File: src/rtl/core/rat_pkg.sv
// Shared constants, types and helper functions of the read-article bitmap tracker.
`default_nettype none

package rat_pkg;

  // Store geometry
  localparam int CAPACITY_ARTICLES = 4096;
  localparam int WORD_BITS         = 32;
  localparam int STORE_WORDS       = (CAPACITY_ARTICLES + WORD_BITS - 1) / WORD_BITS;
  localparam int WADDR_W           = $clog2(STORE_WORDS);
  localparam int BIT_W             = $clog2(WORD_BITS);
  localparam int IDX_W             = WADDR_W + BIT_W;
  localparam int CNT_W             = $clog2(CAPACITY_ARTICLES + 1);

  // Field widths
  localparam int ART_W     = 32;
  localparam int KIND_W    = 3;
  localparam int CFG_IDX_W = 1;

  localparam logic [WORD_BITS-1:0] WORD_ONES = {WORD_BITS{1'b1}};

  // Register indexes
  localparam logic [CFG_IDX_W-1:0] REG_WINDOW_LOW  = 1'b0;
  localparam logic [CFG_IDX_W-1:0] REG_WINDOW_HIGH = 1'b1;

  localparam logic [ART_W-1:0] RESET_WINDOW_LOW  = 32'd0;
  localparam logic [ART_W-1:0] RESET_WINDOW_HIGH = 32'd4095;

  // Item kinds
  localparam logic [KIND_W-1:0] KIND_QUERY        = 3'd0;
  localparam logic [KIND_W-1:0] KIND_MARK_READ    = 3'd1;
  localparam logic [KIND_W-1:0] KIND_MARK_UNREAD  = 3'd2;
  localparam logic [KIND_W-1:0] KIND_RANGE_READ   = 3'd3;
  localparam logic [KIND_W-1:0] KIND_RANGE_UNREAD = 3'd4;
  localparam logic [KIND_W-1:0] KIND_NEXT_RUN     = 3'd5;

  typedef enum logic [2:0] {
    S_CLEAR,
    S_IDLE,
    S_DEC,
    S_READ,
    S_MODIFY,
    S_DONE
  } state_t;

  typedef enum logic [1:0] {
    OP_QUERY,
    OP_MARK,
    OP_SEEK_ONE,
    OP_SEEK_ZERO
  } op_t;

  // Effective window after clamping
  typedef struct packed {
    logic [ART_W-1:0] lo;
    logic [ART_W-1:0] hi;
    logic [CNT_W-1:0] size;
    logic             nonempty;
  } win_t;

  // Bitmap store access
  typedef struct packed {
    logic                 we;
    logic [WADDR_W-1:0]   waddr;
    logic [WORD_BITS-1:0] wdata;
    logic                 re;
    logic [WADDR_W-1:0]   raddr;
  } mem_req_t;

  // Result item, last field in the lowest bits
  typedef struct packed {
    logic             changed;
    logic [CNT_W-1:0] unread_total;
    logic [ART_W-1:0] run_end;
    logic [ART_W-1:0] run_start;
    logic             run_found;
    logic             is_read;
  } result_t;

  localparam int IN_TDATA_W  = 2 * ART_W;
  localparam int OUT_TDATA_W = (($bits(result_t) + 7) / 8) * 8;

  // Position of the lowest set bit; zero when none is set
  function automatic logic [BIT_W-1:0] low_one_idx(input logic [WORD_BITS-1:0] w);
    logic [WORD_BITS-1:0] iso;
    logic [BIT_W-1:0]     idx;
    iso = w & (~w + 1'b1);
    idx = '0;
    for (int i = 0; i < WORD_BITS; i++) begin
      if (iso[i]) begin
        idx = idx | BIT_W'(i);
      end
    end
    return idx;
  endfunction

  // Number of set bits, summed per nibble
  function automatic logic [BIT_W:0] pop_count(input logic [WORD_BITS-1:0] w);
    logic [BIT_W:0] sum;
    logic [2:0]     nib;
    sum = '0;
    for (int n = 0; n < WORD_BITS / 4; n++) begin
      nib = 3'(w[4*n]) + 3'(w[4*n+1]) + 3'(w[4*n+2]) + 3'(w[4*n+3]);
      sum = sum + (BIT_W+1)'(nib);
    end
    return sum;
  endfunction

endpackage

`default_nettype wire

File: src/rtl/core/rat_win.sv
// Window registers and the clamped effective window derived from them.
`default_nettype none

module rat_win
  import rat_pkg::*;
(
  input  wire logic                 clk,
  input  wire logic                 rst_n,
  input  wire logic                 cfg_we,
  input  wire logic [CFG_IDX_W-1:0] cfg_index,
  input  wire logic [ART_W-1:0]     cfg_data,
  output win_t                      win
);

  logic [ART_W-1:0] window_low_r;
  logic [ART_W-1:0] window_high_r;
  win_t             win_r;
  win_t             win_nxt;

  logic [ART_W:0]   cap_hi;
  logic [ART_W:0]   clamp_hi;
  logic [ART_W-1:0] span;

  // Take register writes
  always_ff @(posedge clk) begin
    if (!rst_n) begin
      window_low_r  <= RESET_WINDOW_LOW;
      window_high_r <= RESET_WINDOW_HIGH;
    end else if (cfg_we) begin
      unique case (cfg_index)
        REG_WINDOW_LOW:  window_low_r  <= cfg_data;
        REG_WINDOW_HIGH: window_high_r <= cfg_data;
        default: ;
      endcase
    end
  end

  // Clamp the top to capacity and to the article range
  always_comb begin
    cap_hi   = {1'b0, window_low_r} + (ART_W+1)'(CAPACITY_ARTICLES - 1);
    clamp_hi = ({1'b0, window_high_r} > cap_hi) ? cap_hi : {1'b0, window_high_r};
    if (clamp_hi[ART_W]) begin
      clamp_hi = {1'b0, {ART_W{1'b1}}};
    end
    span = clamp_hi[ART_W-1:0] - window_low_r;
    win_nxt.lo = window_low_r;
    if (window_high_r < window_low_r) begin
      win_nxt.hi       = '0;
      win_nxt.size     = '0;
      win_nxt.nonempty = 1'b0;
    end else begin
      win_nxt.hi       = clamp_hi[ART_W-1:0];
      win_nxt.size     = span[CNT_W-1:0] + CNT_W'(1);
      win_nxt.nonempty = 1'b1;
    end
  end

  // Register the window; it settles long before the clearing pass ends
  always_ff @(posedge clk) begin
    win_r <= win_nxt;
  end

  assign win = win_r;

endmodule

`default_nettype wire

File: config.mk
export PLATFORM = sky130hd
export DESIGN_NAME = rat_win
export DESIGN_NICKNAME = d
export VERILOG_FILES = /design/src/rtl/core/rat_pkg.sv /design/src/rtl/core/rat_win.sv
export SDC_FILE = /design/constraint.sdc
export NUM_CORES = 1
export LEC_CHECK = 0
export CORE_ASPECT_RATIO = 2
export CORE_UTILIZATION = 55
export CTS_CLUSTER_SIZE = 16
export DETAILED_ROUTE_END_ITERATION = 8
export DONT_BUFFER_PORTS = 1
export PLACE_DENSITY_LB_ADDON = 0.15
export SYNTH_ARGS = -nofsm -noshare
export SYNTH_HDL_FRONTEND = slang
export SYNTH_SLANG_ARGS = --single-unit
File: constraint.sdc
create_clock -name clk -period 8.1 [get_ports clk]
set_input_delay 1.62 -clock clk [delete_from_list [all_inputs] [get_ports clk]]
set_output_delay 1.62 -clock clk [all_outputs]
set_load 0.1 [all_outputs]
==> flow_summary_export.csv <==
group,metric,value,unit
outcome,status,"completed",
pwr,vdd_drop_max,0.000300,V
sta,finalCriticalPeriod,7.14,ns
routing,vias,5605,
place,dp_hpwl,12900,um
cells_and_area,drive_gt1_share,5.19,%
clocking,clockBufferDepth,2,
sta,setup_viol,0,
clocking,cts.sinks,142,
sta,clock_skew,0.0101,ns
clocking,h-tree-depth,4,
sta,max_slew_margin,33.7,%
sta,timing.final.crit_share,88.2,%
setup_path,slowest_delay,0.61,ns
clocking,path_clk_slew,0.06,ns
sta,tightestPinTransition,0.994,ns
yosys,synthArstFlopShare,0,%
floorplan,dieHeight,162,um
routing,final_antenna_net_count,0,
floorplan,start_util,56.1,%
yosys,synthesis.nets,933,
floorplan,io_pins,114,
floorplan,design.die.area,13300,um^2
place,port_buffers,0,
setup_path,critical-path-top-delay-family,"simple AND/OR/NAND/NOR gates",
cells_and_area,final_net_count,923,
setup_path,start_kind,"register",
cells_and_area,area_delta_synth_final,9.97,%
global_route,grt_max_degree,65,
yosys,synth_top_area_cell,"dfxtp_1",
yosys,syn_area,7040,um^2
yosys,synth_ff_type,"dfxtp_1",
floorplan,die_w,82.0,um
global_route,grt_overflow,0,
worst_hold_path,hp-class,"reg2reg",
global_route,grtUsageTotal,28.8,%
floorplan,coreArea,12600,um^2
job,cap_violations,0,
yosys,synthTopCellsByArea,"dfxtp_1 (40%), ha_1 (16%), nand2_1 (8.2%), a21boi_0 (5.5%), a211oi_1 (4.2%)",
clocking,clock_latency,0.42,ns
yosys,syn_inst,808,
sta,fmax,140,MHz
setup_path,critPathKind,"reg2reg",
cells_and_area,antenna_cells,0,
clocking,cts_root_buffer,"clkbuf_16",
global_route,grt_antenna_before_repair,0,
setup_path,worstPathArrival,7.42,ns
setup_path,critPathRequiredTime,8.38,ns
clocking,cts_resized,0,
yosys,seq_area_frac_synth,40.4,%
routing,avgViaCountPerCell,5.84,
clocking,cts_inserted_buffers,17,
setup_path,cp_slowest_cell,"or4_1",
clocking,tritoncts,"done",
yosys,yosys_warnings,0,
setup_path,crit_path_end_kind,"register",
yosys,synth_most_common_cell,"nand2_1",
global_route,first_global_vias,5700,
sta,rsz0062_at_grt,"false",
pwr,power.leakage,0.00311,uW
pwr,power_density,351,nW/um^2
yosys,yosysTopAreaCellShare,40.4,%
sta,hold_viol,0,
sta,slew_viol_final,0,
setup_path,cp.buffers_inverters,0,
yosys,syn-mean-instance-area,8.72,um^2
clocking,cts_setup_buffers,0,
place,place_congestion,0.871,
sta,totalNegativeSetupSlack,0,ns
global_route,grt_pass1_wl,28300,um
setup_path,path_max_fanout,33,
routing,drc,0,
routing,routed_wl,17900,um
yosys,synth_common_cells,"nand2_1 (153), dfxtp_1 (142), ha_1 (88), nor2_1 (55), a21boi_0 (52)",
routing,avgRoutedWirePerCell,18.7,um
floorplan,num_rows,58,
clocking,holdBufCountCts,0,
routing,drt_iter0_markers,276,
yosys,synth_edf_count,0,
yosys,synth_cell_type_count,47,
routing,dr.pass1.iters,4,
pwr,p_total,2720,uW
yosys,synth-seq-cells,142,
[cells in the final DEF (no fill, tap or decap), types with 7 or more instances in the layout]
master and count:
nand4_1 16, ha_1 88, inv_1 44, nor2_1 55, o21ai_0 16, xnor2_1 32, nand3_1 23, a21oi_1 34
nor3_1 18, a211oi_1 39, dfxtp_1 142, clkbuf_16 17, nand2_1 153, nor2b_1 7, a21boi_0 52
[worst register-to-register path, cell delays in order (launching register included)]
cell and delay, ns:
dfxtp_1 0.38, nor4_2 0.39, nand2_1 0.17, nor3_1 0.41
a21oi_1 0.23, and3_1 0.27, nand2_1 0.10, xnor2_1 0.09
ha_1 0.33, nand4_1 0.20, or4_1 0.61, or3_1 0.39
o22ai_1 0.13, o31a_2 0.60, nor2_1 0.15, a21oi_1 0.16
ha_1 0.27, ha_1 0.32, a211oi_1 0.35, o21ai_0 0.32
nand3_1 0.17, o21ai_0 0.15, a21o_1 0.21, a21oi_1 0.17
xnor3_1 0.31, nor2b_1 0.13
[worst paths after layout]
path / start / slack (ns) / to / cells past startpoint
worst max-delay path: window_low_r[2]$_SDFFE_PN0P_ / 0.96 / win[13]$_SDFF_PN0_ / 25
worst min register to register: window_low_r[29]$_SDFFE_PN0P_ / 0.38 / win[75]$_DFF_P_ / 0
worst min-delay path: window_low_r[29]$_SDFFE_PN0P_ / 0.38 / win[75]$_DFF_P_ / 0
worst max register to register: window_low_r[2]$_SDFFE_PN0P_ / 0.96 / win[13]$_SDFF_PN0_ / 25
[sequential cells by signal, summed over array words and instances, names as in the netlist]
name	count
window_high_r	32
win	78
window_low_r	32
[stage by stage]
step / setup slack (ns) / hold slack, ns / cells / util, % / instance area (um^2)
3_3_place_gp: 1.27 / 0.369 / 929 / 56.9 / 7150
3_5_place_dp: 1.04 / 0.364 / 929 / 56.9 / 7150
2_1_floorplan: 2.11 / 0.351 / 808 / - / 7040
6_report: 0.958 / 0.378 / 959 / 61.7 / 7740
5_1_grt: 0.560 / 0.379 / 959 / 61.7 / 7740
4_1_cts: 0.991 / 0.374 / 959 / 61.7 / 7740
[metal layers]
metal	GRT usage (%)	wire (um)	part of all wire (%)	vias to the layer above
met1	29.1	6690	37	2637
met4	15.1	802	4.5	0
met5	0	0	0	-
met3	6.29	631	3.5	47
met2	52.6	9790	55	141
li1	-	-	-	2780
[logic make-up after synthesis]
group | share of synthesized area (%)
buf+inv | 4.35
simple gates | 18.4
mux | 0.284
flops | 40.4
xor+xnor | 4.67
compound gates | 16.0
fa+ha+maj | 15.9
[final cells by class]
type                            instances  area [um^2]
Sequential cell                       142         2840
Fill cell                            1056         4810
Clock buffer                           20          457
Tap cell                              150          188
Clock inverter                         10          140
Inverter                               44          165
Multi-Input combinational cell        588         3910
Timing Repair Buffer                    5         37.5
[where the power goes]
group          total [uW]  leakage, uW  switching [uW]  internal [uW]
clock network         789     0.000284             293            497
logic                 561      0.00166             335            226
registers            1370      0.00117             577            790
total                2720      0.00311            1200           1510
Power figures use the tool's default switching activity.
