### config.mk
export PLATFORM = sky130hd
export DESIGN_NAME = rat_ctrl
export DESIGN_NICKNAME = d
export VERILOG_FILES = /design/src/rtl/core/rat_pkg.sv /design/src/rtl/core/rat_ctrl.sv
export SDC_FILE = /design/constraint.sdc
export NUM_CORES = 1
export LEC_CHECK = 0
export BUFFER_PORTS_ARGS = -buffer_cell sky130_fd_sc_hd__buf_2
export CAP_MARGIN = 20
export CORE_MARGIN = 2
export CORE_UTILIZATION = 35
export CTS_CLUSTER_DIAMETER = 150
export DETAILED_ROUTE_END_ITERATION = 8
export PLACE_DENSITY_LB_ADDON = 0.2
export SETUP_SLACK_MARGIN = 0.1
export SYNTH_ARGS = -nofsm -noshare
export SYNTH_HDL_FRONTEND = slang
export SYNTH_SLANG_ARGS = --single-unit
### constraint.sdc
create_clock -name clk -period 9.5 [get_ports clk]
set_clock_uncertainty 0.05 [all_clocks]
set_input_delay 1.9 -clock clk [delete_from_list [all_inputs] [get_ports clk]]
set_output_delay 1.9 -clock clk [all_outputs]
set_load 0.005 [all_outputs]
### src/rtl/core/rat_pkg.sv
// Shared constants, types and helper functions of the read-article bitmap tracker.
`default_nettype none

package rat_pkg;

  // Store geometry
  localparam int CAPACITY_ARTICLES = 4096;
  localparam int WORD_BITS         = 32;
  localparam int STORE_WORDS       = (CAPACITY_ARTICLES + WORD_BITS - 1) / WORD_BITS;
  localparam int WADDR_W           = $clog2(STORE_WORDS);
  localparam int BIT_W             = $clog2(WORD_BITS);
  localparam int IDX_W             = WADDR_W + BIT_W;
  localparam int CNT_W             = $clog2(CAPACITY_ARTICLES + 1);

  // Field widths
  localparam int ART_W     = 32;
  localparam int KIND_W    = 3;
  localparam int CFG_IDX_W = 1;

  localparam logic [WORD_BITS-1:0] WORD_ONES = {WORD_BITS{1'b1}};

  // Register indexes
  localparam logic [CFG_IDX_W-1:0] REG_WINDOW_LOW  = 1'b0;
  localparam logic [CFG_IDX_W-1:0] REG_WINDOW_HIGH = 1'b1;

  localparam logic [ART_W-1:0] RESET_WINDOW_LOW  = 32'd0;
  localparam logic [ART_W-1:0] RESET_WINDOW_HIGH = 32'd4095;

  // Item kinds
  localparam logic [KIND_W-1:0] KIND_QUERY        = 3'd0;
  localparam logic [KIND_W-1:0] KIND_MARK_READ    = 3'd1;
  localparam logic [KIND_W-1:0] KIND_MARK_UNREAD  = 3'd2;
  localparam logic [KIND_W-1:0] KIND_RANGE_READ   = 3'd3;
  localparam logic [KIND_W-1:0] KIND_RANGE_UNREAD = 3'd4;
  localparam logic [KIND_W-1:0] KIND_NEXT_RUN     = 3'd5;

  typedef enum logic [2:0] {
    S_CLEAR,
    S_IDLE,
    S_DEC,
    S_READ,
    S_MODIFY,
    S_DONE
  } state_t;

  typedef enum logic [1:0] {
    OP_QUERY,
    OP_MARK,
    OP_SEEK_ONE,
    OP_SEEK_ZERO
  } op_t;

  // Effective window after clamping
  typedef struct packed {
    logic [ART_W-1:0] lo;
    logic [ART_W-1:0] hi;
    logic [CNT_W-1:0] size;
    logic             nonempty;
  } win_t;

  // Bitmap store access
  typedef struct packed {
    logic                 we;
    logic [WADDR_W-1:0]   waddr;
    logic [WORD_BITS-1:0] wdata;
    logic                 re;
    logic [WADDR_W-1:0]   raddr;
  } mem_req_t;

  // Result item, last field in the lowest bits
  typedef struct packed {
    logic             changed;
    logic [CNT_W-1:0] unread_total;
    logic [ART_W-1:0] run_end;
    logic [ART_W-1:0] run_start;
    logic             run_found;
    logic             is_read;
  } result_t;

  localparam int IN_TDATA_W  = 2 * ART_W;
  localparam int OUT_TDATA_W = (($bits(result_t) + 7) / 8) * 8;

  // Position of the lowest set bit; zero when none is set
  function automatic logic [BIT_W-1:0] low_one_idx(input logic [WORD_BITS-1:0] w);
    logic [WORD_BITS-1:0] iso;
    logic [BIT_W-1:0]     idx;
    iso = w & (~w + 1'b1);
    idx = '0;
    for (int i = 0; i < WORD_BITS; i++) begin
      if (iso[i]) begin
        idx = idx | BIT_W'(i);
      end
    end
    return idx;
  endfunction

  // Number of set bits, summed per nibble
  function automatic logic [BIT_W:0] pop_count(input logic [WORD_BITS-1:0] w);
    logic [BIT_W:0] sum;
    logic [2:0]     nib;
    sum = '0;
    for (int n = 0; n < WORD_BITS / 4; n++) begin
      nib = 3'(w[4*n]) + 3'(w[4*n+1]) + 3'(w[4*n+2]) + 3'(w[4*n+3]);
      sum = sum + (BIT_W+1)'(nib);
    end
    return sum;
  endfunction

endpackage

`default_nettype wire

### src/rtl/core/rat_ctrl.sv
// Sequencer: decode, word-by-word read-modify-write and run search over the store.
`default_nettype none

module rat_ctrl
  import rat_pkg::*;
(
  input  wire logic                 clk,
  input  wire logic                 rst_n,
  input  wire logic                 cfg_we,
  input  wire win_t                 win,
  input  wire logic                 in_valid,
  output logic                      in_ready,
  input  wire logic [KIND_W-1:0]    in_kind,
  input  wire logic [ART_W-1:0]     in_first,
  input  wire logic [ART_W-1:0]     in_last,
  output mem_req_t                  mem_req,
  input  wire logic [WORD_BITS-1:0] rd_data,
  output logic                      res_valid,
  input  wire logic                 res_ready,
  output result_t                   res
);

  state_t             state_r, state_nxt;
  op_t                op_r, op_nxt;
  logic [KIND_W-1:0]  kind_r, kind_nxt;
  logic [ART_W-1:0]   first_r, first_nxt;
  logic [ART_W-1:0]   last_r, last_nxt;
  logic [IDX_W-1:0]   cur_r, cur_nxt;
  logic [IDX_W-1:0]   end_r, end_nxt;
  logic               val_r, val_nxt;
  logic [CNT_W-1:0]   unread_r, unread_nxt;
  logic               dirty_r, dirty_nxt;
  logic               is_read_r, is_read_nxt;
  logic               found_r, found_nxt;
  logic [ART_W-1:0]   rs_r, rs_nxt;
  logic [ART_W-1:0]   re_r, re_nxt;
  logic [WADDR_W-1:0] clr_r, clr_nxt;

  // Decode terms
  logic             first_ge_lo, first_le_hi;
  logic             inwin, rvalid, svalid;
  logic [ART_W-1:0] off_first, off_last, span_hi;
  logic [IDX_W-1:0] a_off, b_off;

  // Word terms
  logic [WADDR_W-1:0]   cur_word, end_word;
  logic [BIT_W-1:0]     cur_bit, end_bit;
  logic                 at_end, last_word, clr_last;
  logic [WORD_BITS-1:0] lo_mask, hi_mask, mark_mask, new_word, flips, seek_bits;
  logic [BIT_W:0]       nflip;
  logic [CNT_W-1:0]     nflip_ext;
  logic                 seek_hit;
  logic [IDX_W-1:0]     hit_idx, next_base;
  logic [WADDR_W:0]     zend_word;
  logic [IDX_W:0]       zpos;
  logic [ART_W-1:0]     rs_hit, re_val;

  // Range and window checks on the held item
  always_comb begin
    first_ge_lo = first_r >= win.lo;
    first_le_hi = first_r <= win.hi;
    inwin       = win.nonempty && first_ge_lo && first_le_hi;
    rvalid      = win.nonempty && (first_r <= last_r) && (last_r >= win.lo) && first_le_hi;
    svalid      = win.nonempty && first_le_hi;
    off_first   = first_r - win.lo;
    off_last    = last_r - win.lo;
    span_hi     = win.hi - win.lo;
    a_off       = first_ge_lo ? off_first[IDX_W-1:0] : '0;
    b_off       = (last_r > win.hi) ? span_hi[IDX_W-1:0] : off_last[IDX_W-1:0];
  end

  // Masks, bit flips and search hits on the word just read
  always_comb begin
    cur_word  = cur_r[IDX_W-1:BIT_W];
    cur_bit   = cur_r[BIT_W-1:0];
    end_word  = end_r[IDX_W-1:BIT_W];
    end_bit   = end_r[BIT_W-1:0];
    at_end    = cur_word == end_word;
    last_word = cur_word == WADDR_W'(STORE_WORDS - 1);
    clr_last  = clr_r == WADDR_W'(STORE_WORDS - 1);
    lo_mask   = WORD_ONES << cur_bit;
    hi_mask   = at_end ? (WORD_ONES >> (BIT_W'(WORD_BITS - 1) - end_bit)) : WORD_ONES;
    mark_mask = lo_mask & hi_mask;
    new_word  = val_r ? (rd_data | mark_mask) : (rd_data & ~mark_mask);
    flips     = rd_data ^ new_word;
    nflip     = pop_count(flips);
    nflip_ext = CNT_W'(nflip);
    seek_bits = ((op_r == OP_SEEK_ZERO) ? ~rd_data : rd_data) & lo_mask;
    seek_hit  = |seek_bits;
    hit_idx   = {cur_word, low_one_idx(seek_bits)};
    next_base = {cur_word + WADDR_W'(1), {BIT_W{1'b0}}};
    zend_word = (WADDR_W+1)'(cur_word) + (WADDR_W+1)'(1);
    zpos      = seek_hit ? {1'b0, hit_idx} : {zend_word, {BIT_W{1'b0}}};
    rs_hit    = win.lo + ART_W'(hit_idx);
    re_val    = win.lo + ART_W'(zpos) - ART_W'(1);
  end

  // Next state
  always_comb begin
    state_nxt = state_r;
    unique case (state_r)
      S_CLEAR: begin
        if (clr_last) state_nxt = S_IDLE;
      end
      S_IDLE: begin
        if (in_valid) state_nxt = S_DEC;
      end
      S_DEC: begin
        case (kind_r) inside
          KIND_QUERY, KIND_MARK_READ, KIND_MARK_UNREAD:
            state_nxt = inwin ? S_READ : S_DONE;
          KIND_RANGE_READ, KIND_RANGE_UNREAD:
            state_nxt = rvalid ? S_READ : S_DONE;
          KIND_NEXT_RUN:
            state_nxt = svalid ? S_READ : S_DONE;
          default:
            state_nxt = S_DONE;
        endcase
      end
      S_READ: begin
        state_nxt = S_MODIFY;
      end
      S_MODIFY: begin
        unique case (op_r)
          OP_QUERY:     state_nxt = S_DONE;
          OP_MARK:      state_nxt = at_end ? S_DONE : S_READ;
          OP_SEEK_ONE:  state_nxt = (!seek_hit && last_word) ? S_DONE : S_READ;
          OP_SEEK_ZERO: state_nxt = (seek_hit || last_word) ? S_DONE : S_READ;
          default:      state_nxt = S_DONE;
        endcase
      end
      S_DONE: begin
        if (res_ready) state_nxt = S_IDLE;
      end
      default: state_nxt = S_CLEAR;
    endcase
    // A window write restarts the clearing pass
    if (cfg_we) state_nxt = S_CLEAR;
  end

  // Outputs: handshakes and store access
  always_comb begin
    in_ready      = state_r == S_IDLE;
    res_valid     = state_r == S_DONE;
    mem_req.re    = state_r == S_READ;
    mem_req.raddr = cur_word;
    if (state_r == S_CLEAR) begin
      mem_req.we    = 1'b1;
      mem_req.waddr = clr_r;
      mem_req.wdata = '0;
    end else begin
      mem_req.we    = (state_r == S_MODIFY) && (op_r == OP_MARK);
      mem_req.waddr = cur_word;
      mem_req.wdata = new_word;
    end
    res.changed      = dirty_r;
    res.unread_total = unread_r;
    res.run_end      = re_r;
    res.run_start    = rs_r;
    res.run_found    = found_r;
    res.is_read      = is_read_r;
  end

  // Datapath updates
  always_comb begin
    op_nxt      = op_r;
    kind_nxt    = kind_r;
    first_nxt   = first_r;
    last_nxt    = last_r;
    cur_nxt     = cur_r;
    end_nxt     = end_r;
    val_nxt     = val_r;
    unread_nxt  = unread_r;
    dirty_nxt   = dirty_r;
    is_read_nxt = is_read_r;
    found_nxt   = found_r;
    rs_nxt      = rs_r;
    re_nxt      = re_r;
    clr_nxt     = clr_r;
    case (state_r)
      S_CLEAR: begin
        clr_nxt = clr_r + WADDR_W'(1);
        if (clr_last) unread_nxt = win.size;
      end
      S_IDLE: begin
        if (in_valid) begin
          kind_nxt  = in_kind;
          first_nxt = in_first;
          last_nxt  = in_last;
        end
      end
      S_DEC: begin
        is_read_nxt = 1'b0;
        found_nxt   = 1'b0;
        rs_nxt      = '0;
        re_nxt      = '0;
        case (kind_r) inside
          KIND_QUERY: begin
            op_nxt  = OP_QUERY;
            cur_nxt = off_first[IDX_W-1:0];
            if (!inwin) is_read_nxt = 1'b1;
          end
          KIND_MARK_READ, KIND_MARK_UNREAD: begin
            op_nxt  = OP_MARK;
            cur_nxt = off_first[IDX_W-1:0];
            end_nxt = off_first[IDX_W-1:0];
            val_nxt = kind_r == KIND_MARK_READ;
            if (inwin) dirty_nxt = 1'b1;
          end
          KIND_RANGE_READ, KIND_RANGE_UNREAD: begin
            op_nxt  = OP_MARK;
            cur_nxt = a_off;
            end_nxt = b_off;
            val_nxt = kind_r == KIND_RANGE_READ;
            if (rvalid) dirty_nxt = 1'b1;
          end
          KIND_NEXT_RUN: begin
            if (!first_ge_lo) begin
              // Articles below the window count as read
              op_nxt    = OP_SEEK_ZERO;
              found_nxt = svalid;
              rs_nxt    = svalid ? first_r : '0;
              cur_nxt   = '0;
            end else begin
              op_nxt  = OP_SEEK_ONE;
              cur_nxt = off_first[IDX_W-1:0];
            end
          end
          default: ;
        endcase
      end
      S_MODIFY: begin
        case (op_r)
          OP_QUERY: begin
            is_read_nxt = rd_data[cur_bit];
          end
          OP_MARK: begin
            if (val_r) begin
              unread_nxt = (unread_r > nflip_ext) ? unread_r - nflip_ext : '0;
            end else begin
              unread_nxt = unread_r + nflip_ext;
            end
            cur_nxt = next_base;
          end
          OP_SEEK_ONE: begin
            if (seek_hit) begin
              found_nxt = 1'b1;
              rs_nxt    = rs_hit;
              cur_nxt   = hit_idx;
              op_nxt    = OP_SEEK_ZERO;
            end else begin
              cur_nxt = next_base;
            end
          end
          OP_SEEK_ZERO: begin
            if (seek_hit || last_word) begin
              re_nxt = re_val;
            end else begin
              cur_nxt = next_base;
            end
          end
          default: ;
        endcase
      end
      default: ;
    endcase
    if (cfg_we) clr_nxt = '0;
  end

  // Control registers
  always_ff @(posedge clk) begin
    if (!rst_n) begin
      state_r <= S_CLEAR;
      clr_r   <= '0;
      dirty_r <= 1'b0;
    end else begin
      state_r <= state_nxt;
      clr_r   <= clr_nxt;
      dirty_r <= dirty_nxt;
    end
  end

  // Payload registers
  always_ff @(posedge clk) begin
    op_r      <= op_nxt;
    kind_r    <= kind_nxt;
    first_r   <= first_nxt;
    last_r    <= last_nxt;
    cur_r     <= cur_nxt;
    end_r     <= end_nxt;
    val_r     <= val_nxt;
    unread_r  <= unread_nxt;
    is_read_r <= is_read_nxt;
    found_r   <= found_nxt;
    rs_r      <= rs_nxt;
    re_r      <= re_nxt;
  end

  // Store read and write never meet on one entry in one cycle
  a_no_rw_clash: assert property (@(posedge clk) disable iff (!rst_n)
    (mem_req.we && mem_req.re) |-> (mem_req.waddr != mem_req.raddr))
    else $error("store read and write hit the same entry");

  // Modify always follows the read that fetched its word
  a_read_latency: assert property (@(posedge clk) disable iff (!rst_n)
    (state_r == S_MODIFY) |-> ($past(state_r) == S_READ))
    else $error("word modified without a preceding read");

  // A window write starts the clearing pass
  a_cfg_clears: assert property (@(posedge clk) disable iff (!rst_n)
    cfg_we |=> (state_r == S_CLEAR))
    else $error("window write did not restart the clearing pass");

  // The dirty mark only rises until reset
  a_dirty_sticky: assert property (@(posedge clk) disable iff (!rst_n)
    dirty_r |=> dirty_r)
    else $error("dirty mark dropped");

  // Unread count stays within the window once the store is clean
  a_unread_bound: assert property (@(posedge clk) disable iff (!rst_n)
    (state_r == S_IDLE) |-> (unread_r <= win.size))
    else $error("unread count above window size");

endmodule

`default_nettype wire

==> results.json <==
{
  "syn_nets": 2657,
  "synth_flop_cell": "edfxtp_1",
  "grt_usage_pct": 23.0,
  "clk_latency_ns": 0.49,
  "drive_gt1_share_pct": 17.1,
  "slew_viol_final": 0,
  "fin_ws_ns": 0.841,
  "layout_commonest_cell": "buf_2",
  "dpl-instance-area_mm2": 0.0214,
  "start_util_pct": 35.5,
  "reg2reg_depth": 31,
  "syn_inst": 2176,
  "clkSinkCount": 184,
  "mostFrequentLayoutCells": "buf_2, ha_1, inv_1, nor2_1, nand2_1",
  "seqCellArea_mm2": 0.00542,
  "io_buffers": 311,
  "yosys_warnings": 0,
  "route.detailed.drc": 0,
  "synth_edf_count": 173,
  "first_iter_violations": 1133,
  "cp_top_family": "adder cells",
  "fill_cells": 5464,
  "wirelength_um": 65600,
  "endpoint_kind": "register",
  "cp_slowest_cell": "edfxtp_1",
  "hold_class": "reg2reg",
  "cts-root-buf": "clkbuf_16",
  "dieArea_mm2": 0.0567,
  "finalSetupViolCount": 0,
  "yosys-top-cells-area": "edfxtp_1, ha_1, xnor2_1, inv_1, a21oi_1",
  "rsz0062_at_grt": "no",
  "area_growth_pct": 14.7,
  "dieWidth_um": 238,
  "cp.required_ns": 9.68,
  "powerDensity_mw_per_mm2": 111,
  "ys_ff_latch": 184,
  "arrival_ns": 8.84,
  "stdcell_area_mm2": 0.0220,
  "place_congestion": 0.930,
  "r2r-start": "cur_r[8]$_DFFE_PP_",
  "finalCritPeriodShare_pct": 91.2,
  "fin_nets": 2927,
  "whs_endpoint": "dirty_r$_SDFFE_PN0P_",
  "max_freq_mhz": 115,
  "critPathKind": "reg2reg",
  "yosys.area.top_type": "edfxtp_1",
  "cap_violations": 0,
  "finalSetupTns_ns": 0,
  "dpl.hpwl_um": 53400,
  "cts_buffers": 17,
  "cts_buffer_depth": 2,
  "crit_top_cell": "fa_1",
  "place_ws_ns": 0.418,
  "firstDrtPassIters": 5,
  "avgSynthCellArea_um2": 8.82,
  "wire_per_inst_um": 20.8,
  "synth_top_area_share_pct": 27.1,
  "core_area_mm2": 0.0540,
  "ys_types": 93,
  "grt_start_max_net_pins": 68,
  "grt_pass1_wl_um": 98800,
  "vdd_drop_max_mv": 0.134,
  "hold_viol": 0,
  "total_leakage_power_nw": 10.1,
  "synth-async-reset-ratio_pct": 0,
  "grt_pass1_vias": 16734,
  "h-tree-depth": 4,
  "grt-ovfl-total": 0,
  "max_stage_delay_ns": 0.57,
  "fin_crit_ns": 8.66,
  "row_count": 85,
  "cts_tree": "built",
  "yosysSeqAreaShare_pct": 28.2,
  "worst_pin_slew_ns": 1.05,
  "worstHoldStart": "dirty_r$_SDFFE_PN0P_",
  "multiInputGateArea_mm2": 0.0126,
  "netlist_area_mm2": 0.0192,
  "cp_max_fo": 14,
  "reg2reg_to": "unread_r[3]$_DFFE_PP_",
  "startpoint_type": "register",
  "vias": 17105,
  "ant_nets": 0,
  "antenna_found_initial": 8,
  "num_io_pins": 312,
  "crit_buf_inv": 5,
  "die_h_um": 238,
  "clkSlewWorstSetupHoldPaths_ns": 0.08,
  "vias_per_cell": 5.42,
  "status": "finished clean",
  "postCtsHoldBufs": 0,
  "holdPathStages": 1,
  "slew-limit-headroom_pct": 28.3,
  "r2r_slack_ns": 0.84
}
[through the flow]
stage	power (mW)	hold slack (ns)	utilization (%)	cells
after floorplan	1.52	0.392	-	2176
after global routing	2.60	0.442	40.8	3155
final	2.45	0.419	40.8	3156
after global placement	1.73	0.394	39.7	3121
after CTS	2.47	0.428	40.7	3153
after detailed placement	1.74	0.412	39.7	3122
[how the worst max path moves through the flow]
stage / from / to / slack [ns] / depth (start not counted)
final: cur_r[8]$_DFFE_PP_ / unread_r[3]$_DFFE_PP_ / 0.84 / 31
after global routing: cur_r[9]$_DFFE_PP_ / unread_r[5]$_DFFE_PP_ / 0.13 / 32
after CTS: cur_r[9]$_DFFE_PP_ / unread_r[3]$_DFFE_PP_ / 0.61 / 32
after detailed placement: rd_data[17] / unread_r[3]$_DFFE_PP_ / 0.42 / 28
after global placement: rd_data[17] / unread_r[3]$_DFFE_PP_ / 0.44 / 28
after floorplan: in_valid / first_r[0]$_DFFE_PP_ / 0.52 / 2
[Yosys cell counts (19+ instances only)]
cell type / n
a21o_1: 60
o21ai_0: 137
xor2_1: 75
nand2b_1: 26
xnor2_1: 89
a211oi_1: 21
o21a_1: 21
and2_1: 19
nand2_1: 176
fa_1: 30
and3_1: 19
edfxtp_1: 173
inv_1: 205
a21oi_1: 150
nand4_1: 37
nor2_1: 199
nor3_1: 36
ha_1: 269
mux2i_1: 26
nor2b_1: 29
clkbuf_1: 52
nand3_1: 35
[cells by family (layout without fill, tap and decap cells)]
group / after synthesis / in the layout / synth area share, %
XOR/XNOR: 165 / 165 / 7.57
AND/OR/NAND/NOR: 643 / 643 / 16.3
AO/OA/AOI/OAI: 546 / 546 / 18.0
multiplexers: 42 / 42 / 2.88
buffers and inverters: 297 / 579 / 6.41
adder cells (fa/ha/maj): 299 / 299 / 20.7
flip-flops: 184 / 184 / 28.2
other: 0 / 2 / 0
[routing by layer]
metal | vias to the layer above | GRT usage (%) | part of all wire [%]
met4 | 12 | 7.61 | 2.5
met1 | 8191 | 30.0 | 44
met3 | 79 | 4.70 | 6.0
met5 | - | 0 | 0.12
li1 | 8295 | - | -
met2 | 528 | 37.9 | 47
[flip-flops by register name (all words and copies together), names as in the netlist, 2 cells and up]
signal and cells:
unread_r 13, cur_r 12, last_r 32, first_r 32, kind_r 3, re_r 32
clr_r 7, rs_r 32, op_r 2, end_r 12, state_r 3
[cell type report]
cell class | count | share of cell area [%]
Multi-Input combinational cell | 1695 | 57.2
Sequential cell | 184 | 24.6
Timing Repair Buffer | 340 | 8.13
Tap cell | 696 | 3.95
Inverter | 208 | 3.56
Clock buffer | 19 | 1.97
Clock inverter | 12 | 0.574
Antenna cell | 2 | 0.0227
[where the power goes]
part	switching (mW)	internal, mW	leakage, nW
clock network	0.332	0.384	0.275
registers	0.000466	0.883	1.67
logic	0.483	0.365	8.13
[what timing repair did]
| item | in CTS | in global routing |
|---|---|---|
| setup buffers | 0 | 0 |
| endpoints found under the setup margin | 0 | 4 |
| hold endpoints to repair | 0 | 0 |
| gates resized for setup | 0 | 1 |
Note: power is estimated with default switching activity, not from simulation.
